## src/cddb_pkg.sv

```systemverilog
// Package for the CD disc id calculator: transaction types, constants, helpers.
// No dependencies.
`timescale 1ns / 1ps

package cddb_pkg;

  localparam int CDDB_MAX_TRACKS = 99;

  localparam int MIN_W    = 7;
  localparam int SEC_W    = 6;
  localparam int FRM_W    = 7;
  localparam int TSEC_W   = 13;
  localparam int FOFF_W   = 19;
  localparam int ID_W     = 32;
  localparam int TRACK_W  = 7;
  localparam int DSUM_W   = 6;
  localparam int DIGIT2_W = 7;

  localparam int CDDB_SEC_PER_MIN    = 60;
  localparam int CDDB_FRAMES_PER_MIN = 4500;
  localparam int CDDB_FRAMES_PER_SEC = 75;
  localparam int CDDB_ID_SUM_MOD     = 255;
  localparam int CDDB_HUNDRED        = 100;
  localparam int CDDB_TEN            = 10;

  // floor(x / 100) = (x * 5243) >> 19 for x < 43699
  localparam int CDDB_DIV100_MUL   = 5243;
  localparam int CDDB_DIV100_SHIFT = 19;
  // floor(x / 10) = (x * 205) >> 11 for x < 1029
  localparam int CDDB_DIV10_MUL    = 205;
  localparam int CDDB_DIV10_SHIFT  = 11;

  typedef struct packed {
    logic [MIN_W-1:0] entry_minutes;
    logic [SEC_W-1:0] entry_seconds;
    logic [FRM_W-1:0] entry_frames;
    logic             is_leadout;
  } cddb_in_t;

  typedef struct packed {
    logic [FOFF_W-1:0]  frame_offset;
    logic [ID_W-1:0]    disc_id;
    logic [TSEC_W-1:0]  disc_length_seconds;
    logic [TRACK_W-1:0] track_count;
    logic               id_valid;
    logic               too_many_tracks;
  } cddb_out_t;

  // Preprocessed entry handed from the front pipeline to the state stage.
  typedef struct packed {
    logic               is_leadout;
    logic [TSEC_W-1:0]  total_secs;
    logic [FOFF_W-1:0]  frame_offset;
    logic [DSUM_W-1:0]  digit_sum;
  } cddb_entry_t;

  // Digit sum of a value below 100.
  function automatic logic [DSUM_W-1:0] cddb_digit_sum2(input logic [DIGIT2_W-1:0] v);
    logic [17:0]         prod;
    logic [3:0]          tens;
    logic [DIGIT2_W-1:0] ones;
    prod = 18'(v) * 18'(CDDB_DIV10_MUL);
    tens = 4'(prod >> CDDB_DIV10_SHIFT);
    ones = v - DIGIT2_W'(DIGIT2_W'(tens) * DIGIT2_W'(CDDB_TEN));
    return DSUM_W'(tens) + DSUM_W'(ones[3:0]);
  endfunction

endpackage

```

## src/cddb_entry_pipe.sv

```systemverilog
// Front pipeline: input register, time conversion, split into hundreds and
// remainder, digit sum. Depends on cddb_pkg.
`timescale 1ns / 1ps

module cddb_entry_pipe import cddb_pkg::*; (
  input  logic        clk,
  input  logic        rst_n,
  input  logic        advance,
  input  logic        in_valid,
  input  cddb_in_t    in_data,
  output logic        ent_valid,
  output cddb_entry_t ent
);

  // stage A: input register
  logic     a_valid_r;
  cddb_in_t a_data_r;

  // stage B: seconds and frame offset
  logic              b_valid_r;
  logic              b_leadout_r;
  logic [TSEC_W-1:0] b_tsec_r;
  logic [FOFF_W-1:0] b_foff_r;
  logic [TSEC_W-1:0] b_tsec_nxt;
  logic [FOFF_W-1:0] b_foff_nxt;

  // stage C: hundreds and remainder of seconds
  logic                c_valid_r;
  logic                c_leadout_r;
  logic [TSEC_W-1:0]   c_tsec_r;
  logic [FOFF_W-1:0]   c_foff_r;
  logic [DIGIT2_W-1:0] c_q100_r;
  logic [DIGIT2_W-1:0] c_r100_r;
  logic [DIGIT2_W-1:0] c_q100_nxt;
  logic [DIGIT2_W-1:0] c_r100_nxt;
  logic [25:0]         div_prod;

  always_comb begin
    b_tsec_nxt = TSEC_W'(TSEC_W'(a_data_r.entry_minutes) * TSEC_W'(CDDB_SEC_PER_MIN))
               + TSEC_W'(a_data_r.entry_seconds);
    b_foff_nxt = FOFF_W'(FOFF_W'(a_data_r.entry_minutes) * FOFF_W'(CDDB_FRAMES_PER_MIN))
               + FOFF_W'(FOFF_W'(a_data_r.entry_seconds) * FOFF_W'(CDDB_FRAMES_PER_SEC))
               + FOFF_W'(a_data_r.entry_frames);
  end

  always_comb begin
    div_prod   = 26'(b_tsec_r) * 26'(CDDB_DIV100_MUL);
    c_q100_nxt = DIGIT2_W'(div_prod >> CDDB_DIV100_SHIFT);
    c_r100_nxt = DIGIT2_W'(b_tsec_r - TSEC_W'(TSEC_W'(c_q100_nxt) * TSEC_W'(CDDB_HUNDRED)));
  end

  always_ff @(posedge clk) begin
    if (!rst_n) begin
      a_valid_r <= 1'b0;
      b_valid_r <= 1'b0;
      c_valid_r <= 1'b0;
    end else if (advance) begin
      a_valid_r <= in_valid;
      b_valid_r <= a_valid_r;
      c_valid_r <= b_valid_r;
    end
  end

  always_ff @(posedge clk) begin
    if (advance) begin
      a_data_r    <= in_data;
      b_leadout_r <= a_data_r.is_leadout;
      b_tsec_r    <= b_tsec_nxt;
      b_foff_r    <= b_foff_nxt;
      c_leadout_r <= b_leadout_r;
      c_tsec_r    <= b_tsec_r;
      c_foff_r    <= b_foff_r;
      c_q100_r    <= c_q100_nxt;
      c_r100_r    <= c_r100_nxt;
    end
  end

  assign ent_valid        = c_valid_r;
  assign ent.is_leadout   = c_leadout_r;
  assign ent.total_secs   = c_tsec_r;
  assign ent.frame_offset = c_foff_r;
  assign ent.digit_sum    = cddb_digit_sum2(c_q100_r) + cddb_digit_sum2(c_r100_r);

endmodule

```

## src/cd_disc_id_calculator.sv

```systemverilog
// CD disc id calculator, top level: per-disc state and result register.
// Depends on cddb_pkg and cddb_entry_pipe.
`timescale 1ns / 1ps
//
// Usage:
//   Input channel (in_valid / in_stall / in_data) carries one table-of-contents
//   entry per transaction: track starts in order, then a lead-out entry.
//   Output channel (out_valid / out_stall / out_data) returns exactly one
//   result per entry: the frame offset for a track, or the disc id, length
//   and track count for a lead-out (id_valid set). Per-disc state clears
//   after each lead-out.
//   Pipeline: an accepted entry passes the input register, two conversion
//   stages and the result register before its result is presented.
//   Throughput: one entry per cycle while out_stall holds no waiting result;
//   the per-disc state is updated once per entry in the last stage.
//   Stall: while out_stall holds a waiting result, the whole pipeline freezes
//   and in_stall is raised; with the result register empty, in_stall is low.
//   Reset (rst_n low, synchronous) empties the pipeline and clears the
//   per-disc state.
//   Tracks beyond MAX_TRACKS are not counted and set too_many_tracks.

module cd_disc_id_calculator import cddb_pkg::*; #(
  parameter int MAX_TRACKS = CDDB_MAX_TRACKS
) (
  input  logic      clk,
  input  logic      rst_n,
  input  logic      in_valid,
  output logic      in_stall,
  input  cddb_in_t  in_data,
  output logic      out_valid,
  input  logic      out_stall,
  output cddb_out_t out_data
);

  logic        advance;
  logic        ent_valid;
  cddb_entry_t ent;

  logic [7:0]         dsum_mod_r;
  logic [TSEC_W-1:0]  first_secs_r;
  logic [TRACK_W-1:0] tracks_r;
  logic               ovf_r;
  logic               out_valid_r;
  cddb_out_t          out_data_r;

  logic [7:0]         dsum_mod_nxt;
  logic [TSEC_W-1:0]  first_secs_nxt;
  logic [TRACK_W-1:0] tracks_nxt;
  logic               ovf_nxt;
  cddb_out_t          res_nxt;

  logic [8:0]  sum9;
  logic [8:0]  sum_wrapped;
  logic [23:0] diff24;
  logic [23:0] id_hi;

  assign advance  = !out_valid_r || !out_stall;
  assign in_stall = !advance;

  cddb_entry_pipe u_pipe (
    .clk       (clk),
    .rst_n     (rst_n),
    .advance   (advance),
    .in_valid  (in_valid),
    .in_data   (in_data),
    .ent_valid (ent_valid),
    .ent       (ent)
  );

  always_comb begin
    sum9        = 9'(dsum_mod_r) + 9'(ent.digit_sum);
    sum_wrapped = (sum9 >= 9'(CDDB_ID_SUM_MOD)) ? sum9 - 9'(CDDB_ID_SUM_MOD) : sum9;
    diff24      = (tracks_r != '0) ? 24'(ent.total_secs) - 24'(first_secs_r) : '0;
    id_hi       = diff24 + {dsum_mod_r, 16'b0};
  end

  always_comb begin
    dsum_mod_nxt   = dsum_mod_r;
    first_secs_nxt = first_secs_r;
    tracks_nxt     = tracks_r;
    ovf_nxt        = ovf_r;
    res_nxt        = '0;
    if (!ent.is_leadout) begin
      if (tracks_r >= TRACK_W'(MAX_TRACKS)) begin
        ovf_nxt                 = 1'b1;
        res_nxt.track_count     = tracks_r;
        res_nxt.too_many_tracks = 1'b1;
      end else begin
        if (tracks_r == '0) begin
          first_secs_nxt = ent.total_secs;
        end
        dsum_mod_nxt            = 8'(sum_wrapped);
        tracks_nxt              = TRACK_W'(tracks_r + 1'b1);
        res_nxt.frame_offset    = ent.frame_offset;
        res_nxt.track_count     = TRACK_W'(tracks_r + 1'b1);
        res_nxt.too_many_tracks = ovf_r;
      end
    end else begin
      res_nxt.disc_id             = {id_hi, 8'(tracks_r)};
      res_nxt.disc_length_seconds = ent.total_secs;
      res_nxt.track_count         = tracks_r;
      res_nxt.id_valid            = 1'b1;
      res_nxt.too_many_tracks     = ovf_r;
      dsum_mod_nxt                = '0;
      first_secs_nxt              = '0;
      tracks_nxt                  = '0;
      ovf_nxt                     = 1'b0;
    end
  end

  always_ff @(posedge clk) begin
    if (!rst_n) begin
      dsum_mod_r   <= '0;
      first_secs_r <= '0;
      tracks_r     <= '0;
      ovf_r        <= 1'b0;
      out_valid_r  <= 1'b0;
    end else if (advance) begin
      out_valid_r <= ent_valid;
      if (ent_valid) begin
        dsum_mod_r   <= dsum_mod_nxt;
        first_secs_r <= first_secs_nxt;
        tracks_r     <= tracks_nxt;
        ovf_r        <= ovf_nxt;
      end
    end
  end

  always_ff @(posedge clk) begin
    if (advance && ent_valid) begin
      out_data_r <= res_nxt;
    end
  end

  assign out_valid = out_valid_r;
  assign out_data  = out_data_r;

endmodule

```

## config.mk

```make
export PLATFORM = sky130hd
export DESIGN_NAME = cd_disc_id_calculator
export DESIGN_NICKNAME = d
export VERILOG_FILES = /design/src/cddb_pkg.sv /design/src/cddb_entry_pipe.sv /design/src/cd_disc_id_calculator.sv
export SDC_FILE = /design/constraint.sdc
export NUM_CORES = 1
export LEC_CHECK = 0
export ABC_AREA = 1
export BUFFER_PORTS_ARGS = -buffer_cell sky130_fd_sc_hd__buf_4
export CAP_MARGIN = 20
export CORE_MARGIN = 3
export CORE_UTILIZATION = 55
export CTS_BUF_LIST = sky130_fd_sc_hd__clkbuf_8
export DETAILED_ROUTE_END_ITERATION = 12
export MAX_ROUTING_LAYER = met4
export PLACE_DENSITY = 0.75
export SLEW_MARGIN = 20
export SYNTH_ARGS = -nofsm -noshare
export SYNTH_HDL_FRONTEND = slang
export SYNTH_SLANG_ARGS = --single-unit
```

## constraint.sdc

```tcl
create_clock -name clk -period 8.9 [get_ports clk]
set_clock_uncertainty 0.1 [all_clocks]
set_input_delay 0.89 -clock clk [delete_from_list [all_inputs] [get_ports clk]]
set_output_delay 0.89 -clock clk [all_outputs]
set_load 0.02 [all_outputs]
```

# == Yosys cells after proc, flatten, opt, wreduce, memory -nomap -nowiden ==
# Cells that the tools add are included.
# word_totals
register_bits,207
wordCells,79
# op_classes
addsub,14
multipliers,9
magnitude_cmp,2
eq_ne,1
n_mux,14
n_reduce_logical,12
# op_table
op,count
$mux W13,3
$mul A7 B8 Y15 const B,2
$mul A13 B13 Y26 const B,1
$add A24 B24 Y24,1
$mux W24,1
$mux W8,3
$mux W7,3
$add A19 B13 Y19,1
$add A19 B7 Y19,1
$mul A7 B11 Y17 const B,1
$sub A13 B13 Y14,1
$add A13 B6 Y13,1
$mul A6 B7 Y13 const B,1
$mul A7 B4 Y11 const B,1
$add A4 B4 Y5,2
$add A8 B6 Y9,1
$ge A9 B8 Y1 const B,1
$mul A4 B3 Y3 const B,2
$sub A4 B4 Y4,2
$sub A8 B8 Y8 const B,1
$add A7 B1 Y7 const B,1
$ge A7 B7 Y1 const B,1
$logic_not A7 Y1,1
$mul A7 B5 Y5 const B,1
other kinds (13),18

# == Longest topological paths before layout ==
# depth
depth_word,10
depth_mapped,41
depth_no_buf,41

# == Hierarchy ==
# Synthesis repeated with hierarchy kept, for this count alone.
# unflattened
cells_unflattened,1815
hier_area_um2,17561.8
# modules_own_cells
module,instances,cells_each,area_each_um2,seq_area_each_um2
cddb_entry_pipe,1,1215,12191.7,3032.9
cd_disc_id_calculator,1,600,5370.2,2702.6

# == Worst setup path before layout ==
# OpenSTA, ideal clock, no wires.
# synth_path
path_kind,flip-flop to flip-flop
from,register u_pipe.c_r100_r[4]
to,register dsum_mod_r[6]
setup_time_ps,116
arrival_time_ps,6513
slack_ps,2171
path_stages_with_launch,37
period_less_slack_ps,6729
path_cell_list,edfxtp_1 ha_1 ha_1 fa_1 inv_1 fa_1 inv_1 ha_1 nand2_1 a21oi_1 o21ai_0 nand2_1 nand2_1 nand2_1 xor2_1 inv_1 fa_1 xnor2_1 xor2_1 xor2_1 ha_1 xor2_1 ha_1 inv_1 o21ai_0 xor2_1 ha_1 a21oi_1 nor2_1 nor2_1 nand2_1 xor2_2 nand3_4 nand2_4 nand2_2 nand3_1 a21oi_1
# synth_between
elab_chain_cells,10
elab_cells_between_ends,11
classes_between,add/sub: 5; mul: 2; order compare: 1; mux: 3
# synth_lines
element,line,source
"start, declared",cddb_entry_pipe.sv:33,logic [DIGIT2_W-1:0] c_r100_r;
"start signal, assigned",cddb_entry_pipe.sv:74,c_r100_r <= c_r100_nxt;
$mul A7 B8 Y15 *,cddb_pkg.sv:62,prod = 18'(v) * 18'(CDDB_DIV10_MUL);
$mul A4 B3 Y3,cddb_pkg.sv:64,ones = v - DIGIT2_W'(DIGIT2_W'(tens) * DIGIT2_W'(CDDB_TEN));
$sub A4 B4 Y4,cddb_pkg.sv:64,
$add A4 B4 Y5 *,cddb_pkg.sv:65,return DSUM_W'(tens) + DSUM_W'(ones[3:0]);
$add A6 B6 Y6 *,cddb_entry_pipe.sv:82,assign ent.digit_sum = cddb_digit_sum2(c_q100_r) + cddb_digit_sum2(c_r100_r);
$add A8 B6 Y9 *,cd_disc_id_calculator.sv:71,sum9 = 9'(dsum_mod_r) + 9'(ent.digit_sum);
$sub A8 B8 Y8 or $ge A9 B8 Y1 (tied branches),cd_disc_id_calculator.sv:72,sum_wrapped = (sum9 >= 9'(CDDB_ID_SUM_MOD)) ? sum9 - 9'(CDDB_ID_SUM_MOD) : sum9;
$mux W8 *,cd_disc_id_calculator.sv:72,
$mux W8 *,cd_disc_id_calculator.sv:84,if (tracks_r >= TRACK_W'(MAX_TRACKS)) begin
$mux W8 *,cd_disc_id_calculator.sv:83,if (!ent.is_leadout) begin
"end signal, assigned",cd_disc_id_calculator.sv:121,dsum_mod_r <= dsum_mod_nxt;
"end, declared",cd_disc_id_calculator.sv:39,logic [7:0] dsum_mod_r;
# Every way passes the cells marked *; elsewhere a longest branch is shown, timed or not. The select of a mux whose other input is x is not followed.
# A chain may end at the register's enable or synchronous reset.

# == Final worst setup path ==
# layout_path
from,register u_pipe.c_r100_r[4]
to,register dsum_mod_r[2]
# Same word-level chain as after synthesis.

==> reports/qor.txt <==
Initial DRC Count: 594
Routed WL: 34900 um
RSZ-0062 raised after global routing: no
area delta synth->final: 11.0%
element type at the critical path end: flip-flop
Clock Sinks: 202
setup TNS: 0 ps
Routed wire per std cell: 14.8 um
Mapped Cells: 1814
Hold WC Path Type: reg -> reg
pin count of the biggest net entering global routing: 88
initial core utilization: 0.565
cts repair resizes: 0
Nets: 2381
largest family of logic cells by synthesized area: adder cells
relative slew slack: 0.460
required time worst endpoint: 9190 ps
floorplan row count: 64
vias in the first global route: 13.2k
share of the synthesized area in the top cell type: 0.290
Syn Area/Cell: 9.63 um2
Die Wd: 184 um
hpwl dp: 27900 um
first-pass GRT wire length: 60100 um
Netlist cell types: 51
simple-gate share of the synthesized area: 0.116
Clock transition at path regs: 60 ps
Post-Synth XOR/XNOR Area: 0.0370
DRC: 0
Worst-Skew Late Latency: 560 ps
port bufs: 98
CORE AREA: 0.0309 mm2
GRT overflow: 0
post-layout util: 0.627
Slowest Stage Delay on Critical Path: 510 ps
Cell Area, Synth: 0.0175 mm2
Synth area leaders: edfxtp_1 29%, ha_1 21%, fa_1 14%
Worst setup SP type: flip-flop
antenna violations before repair: 0
Post-synth top cells: 410 x inv_1, 300 x ha_1, 248 x nand2_1, 169 x edfxtp_1, 120 x a21oi_1
Net Count, Synth: 2258
postcts setup bufs: 0
worst hold start: u_pipe.b_foff_r[15]
Non-Filler Instances: 2359
root buf cell: clkbuf_8
register bit total from synthesis: 202
CTS tree: yes
CP max stage cell: fa_1
sequential cell area fraction in the yosys report: 0.328
CTS Buffer Depth: 3
Overall Global Routing Usage: 0.222
Pins Over Slew Limit: 0
Vias/cell: 5.24
total CTS buffers: 36
final setup violation count: 0
Die ar.: 0.0339 mm2
Arr. time, crit path: 7720 ps
endpoints failing hold: 0
CTS H-Tree Depth: 2
EDFF count, synth: 169
status: complete, no violations
mux share of post-synthesis cell area: 0
GPL Wtd Cong: 0.872
hold buffers post-CTS: 0
Worst Slack Setup Final: 1470 ps
filler instances: 2502
f_max: 135 MHz
Die Y: 184 um
Post-Place Setup Slack: 1500 ps
post-synthesis adder-cell area fraction: 0.351
area leader, netlist: edfxtp_1
Max Fanout on Critical Path: 8
post-synthesis compound-gate area fraction: 0.0726
Critical R2R Launch: u_pipe.c_r100_r[4]
critical path startpoint: u_pipe.c_r100_r[4]
minimum clock period: 7430 ps
n_diodes: 0
Antenna Nets Post-Route: 0
top_reg_cell synth: edfxtp_1
area taken by multi-input logic gates: 0.0101 mm2
max-cap violations: 0
placed cells: 2294
DR pass1 iterations: 5
yosys warns: 0
Crit Path Class: reg -> reg
final worst-path cycle share: 0.835
register area: 0.00574 mm2
Worst Tran Pin Value: 809 ps
detailed-route via count: 12.4k
Ports: 100
top-count cell post-synth: inv_1
layout cells sized above 1: 0.0988
ys async rst share: 0
## path summary, 6_finish.rpt
kind                                            end  slack [ps]  cells after the start
worst min-delay path            u_pipe.c_foff_r[15]         320                      0
worst max-delay path                  dsum_mod_r[2]        1470                     36
worst min register to register  u_pipe.c_foff_r[15]         320                      0
worst max register to register        dsum_mod_r[2]        1470                     36
## layout make-up
type,instances,share of cell area
multi-input cells,1180,0.521
repair buffers,102,0.0405
clock buffers,39,0.0277
well taps,396,0.0255
clock inverters,25,0.00948
flip-flops and latches,202,0.296
inverters,415,0.0804
## logic make-up after synthesis
family,count (synthesis)
and+or+nand+nor,462
buffers and inverters,432
adders and majority gates,419
AOI/OAI and AO/OA,225
DFF,202
xor gates and xnor gates,73
other,1
## flip-flops by register name, indices dropped and copies added (netlist names)
| register | count |
|---|---|
| u_pipe.a_data_r | 21 |
| u_pipe.c_q100_r | 7 |
| u_pipe.c_leadout_r | 1 |
| u_pipe.b_foff_r | 19 |
| out_valid | 1 |
| u_pipe.c_tsec_r | 11 |
| first_secs_r | 13 |
| u_pipe.ent_valid | 1 |
| dsum_mod_r | 8 |
| u_pipe.a_valid_r | 1 |
| u_pipe.b_leadout_r | 1 |
| u_pipe.b_tsec_r | 13 |
| out_data | 70 |
| u_pipe.b_valid_r | 1 |
| u_pipe.c_foff_r | 19 |
| u_pipe.c_r100_r | 7 |
| tracks_r | 7 |
| ovf_r | 1 |
## per-layer routing
metal	vias to the layer above	track usage	wire (um)
li1	6163	-	-
met1	5867	0.275	15200
met2	271	0.385	17400
met3	66	0.0304	1520
met4	0	0.0593	803
met5	-	-	0
## cell usage in the layout, fill, tap and decap left out, types with 9 or more instances in the layout
cell type | synthesis | routed
a21o_1 | 11 | 11
clkinv_1 | 0 | 10
inv_1 | 410 | 416
dfxtp_1 | 33 | 33
fa_1 | 119 | 119
nand3_1 | 72 | 72
nand2_2 | 13 | 13
buf_4 | 3 | 101
xnor2_1 | 21 | 21
clkbuf_8 | 0 | 39
xor2_1 | 51 | 51
edfxtp_1 | 169 | 169
nor2_1 | 78 | 78
ha_1 | 300 | 300
a31oi_1 | 9 | 9
nand4_1 | 16 | 16
a21oi_1 | 120 | 120
o21ai_0 | 44 | 44
nand2_1 | 248 | 247
a211oi_1 | 14 | 14
## critical path, delay by kind of cell (launching register included)
kind,cells,cell delay [ps]
XOR/XNOR,6,1120
AO/OA/AOI/OAI,5,820
buffers and inverters,4,270
adder cells (fa/ha/maj),9,3230
flip-flops,1,450
AND/OR/NAND/NOR,12,1240
## per-stage QoR
step | hold slack, ps | area (um2)
6_report | 316 | 19400
5_1_grt | 323 | 19400
4_1_cts | 318 | 19400
3_5_place_dp | 305 | 18600
3_3_place_gp | 302 | 18600
2_1_floorplan | 300 | 17500
Power is left out: the tool's default activity adds up to more than one toggle a clock period on the data nets, which glitch-free logic cannot reach.
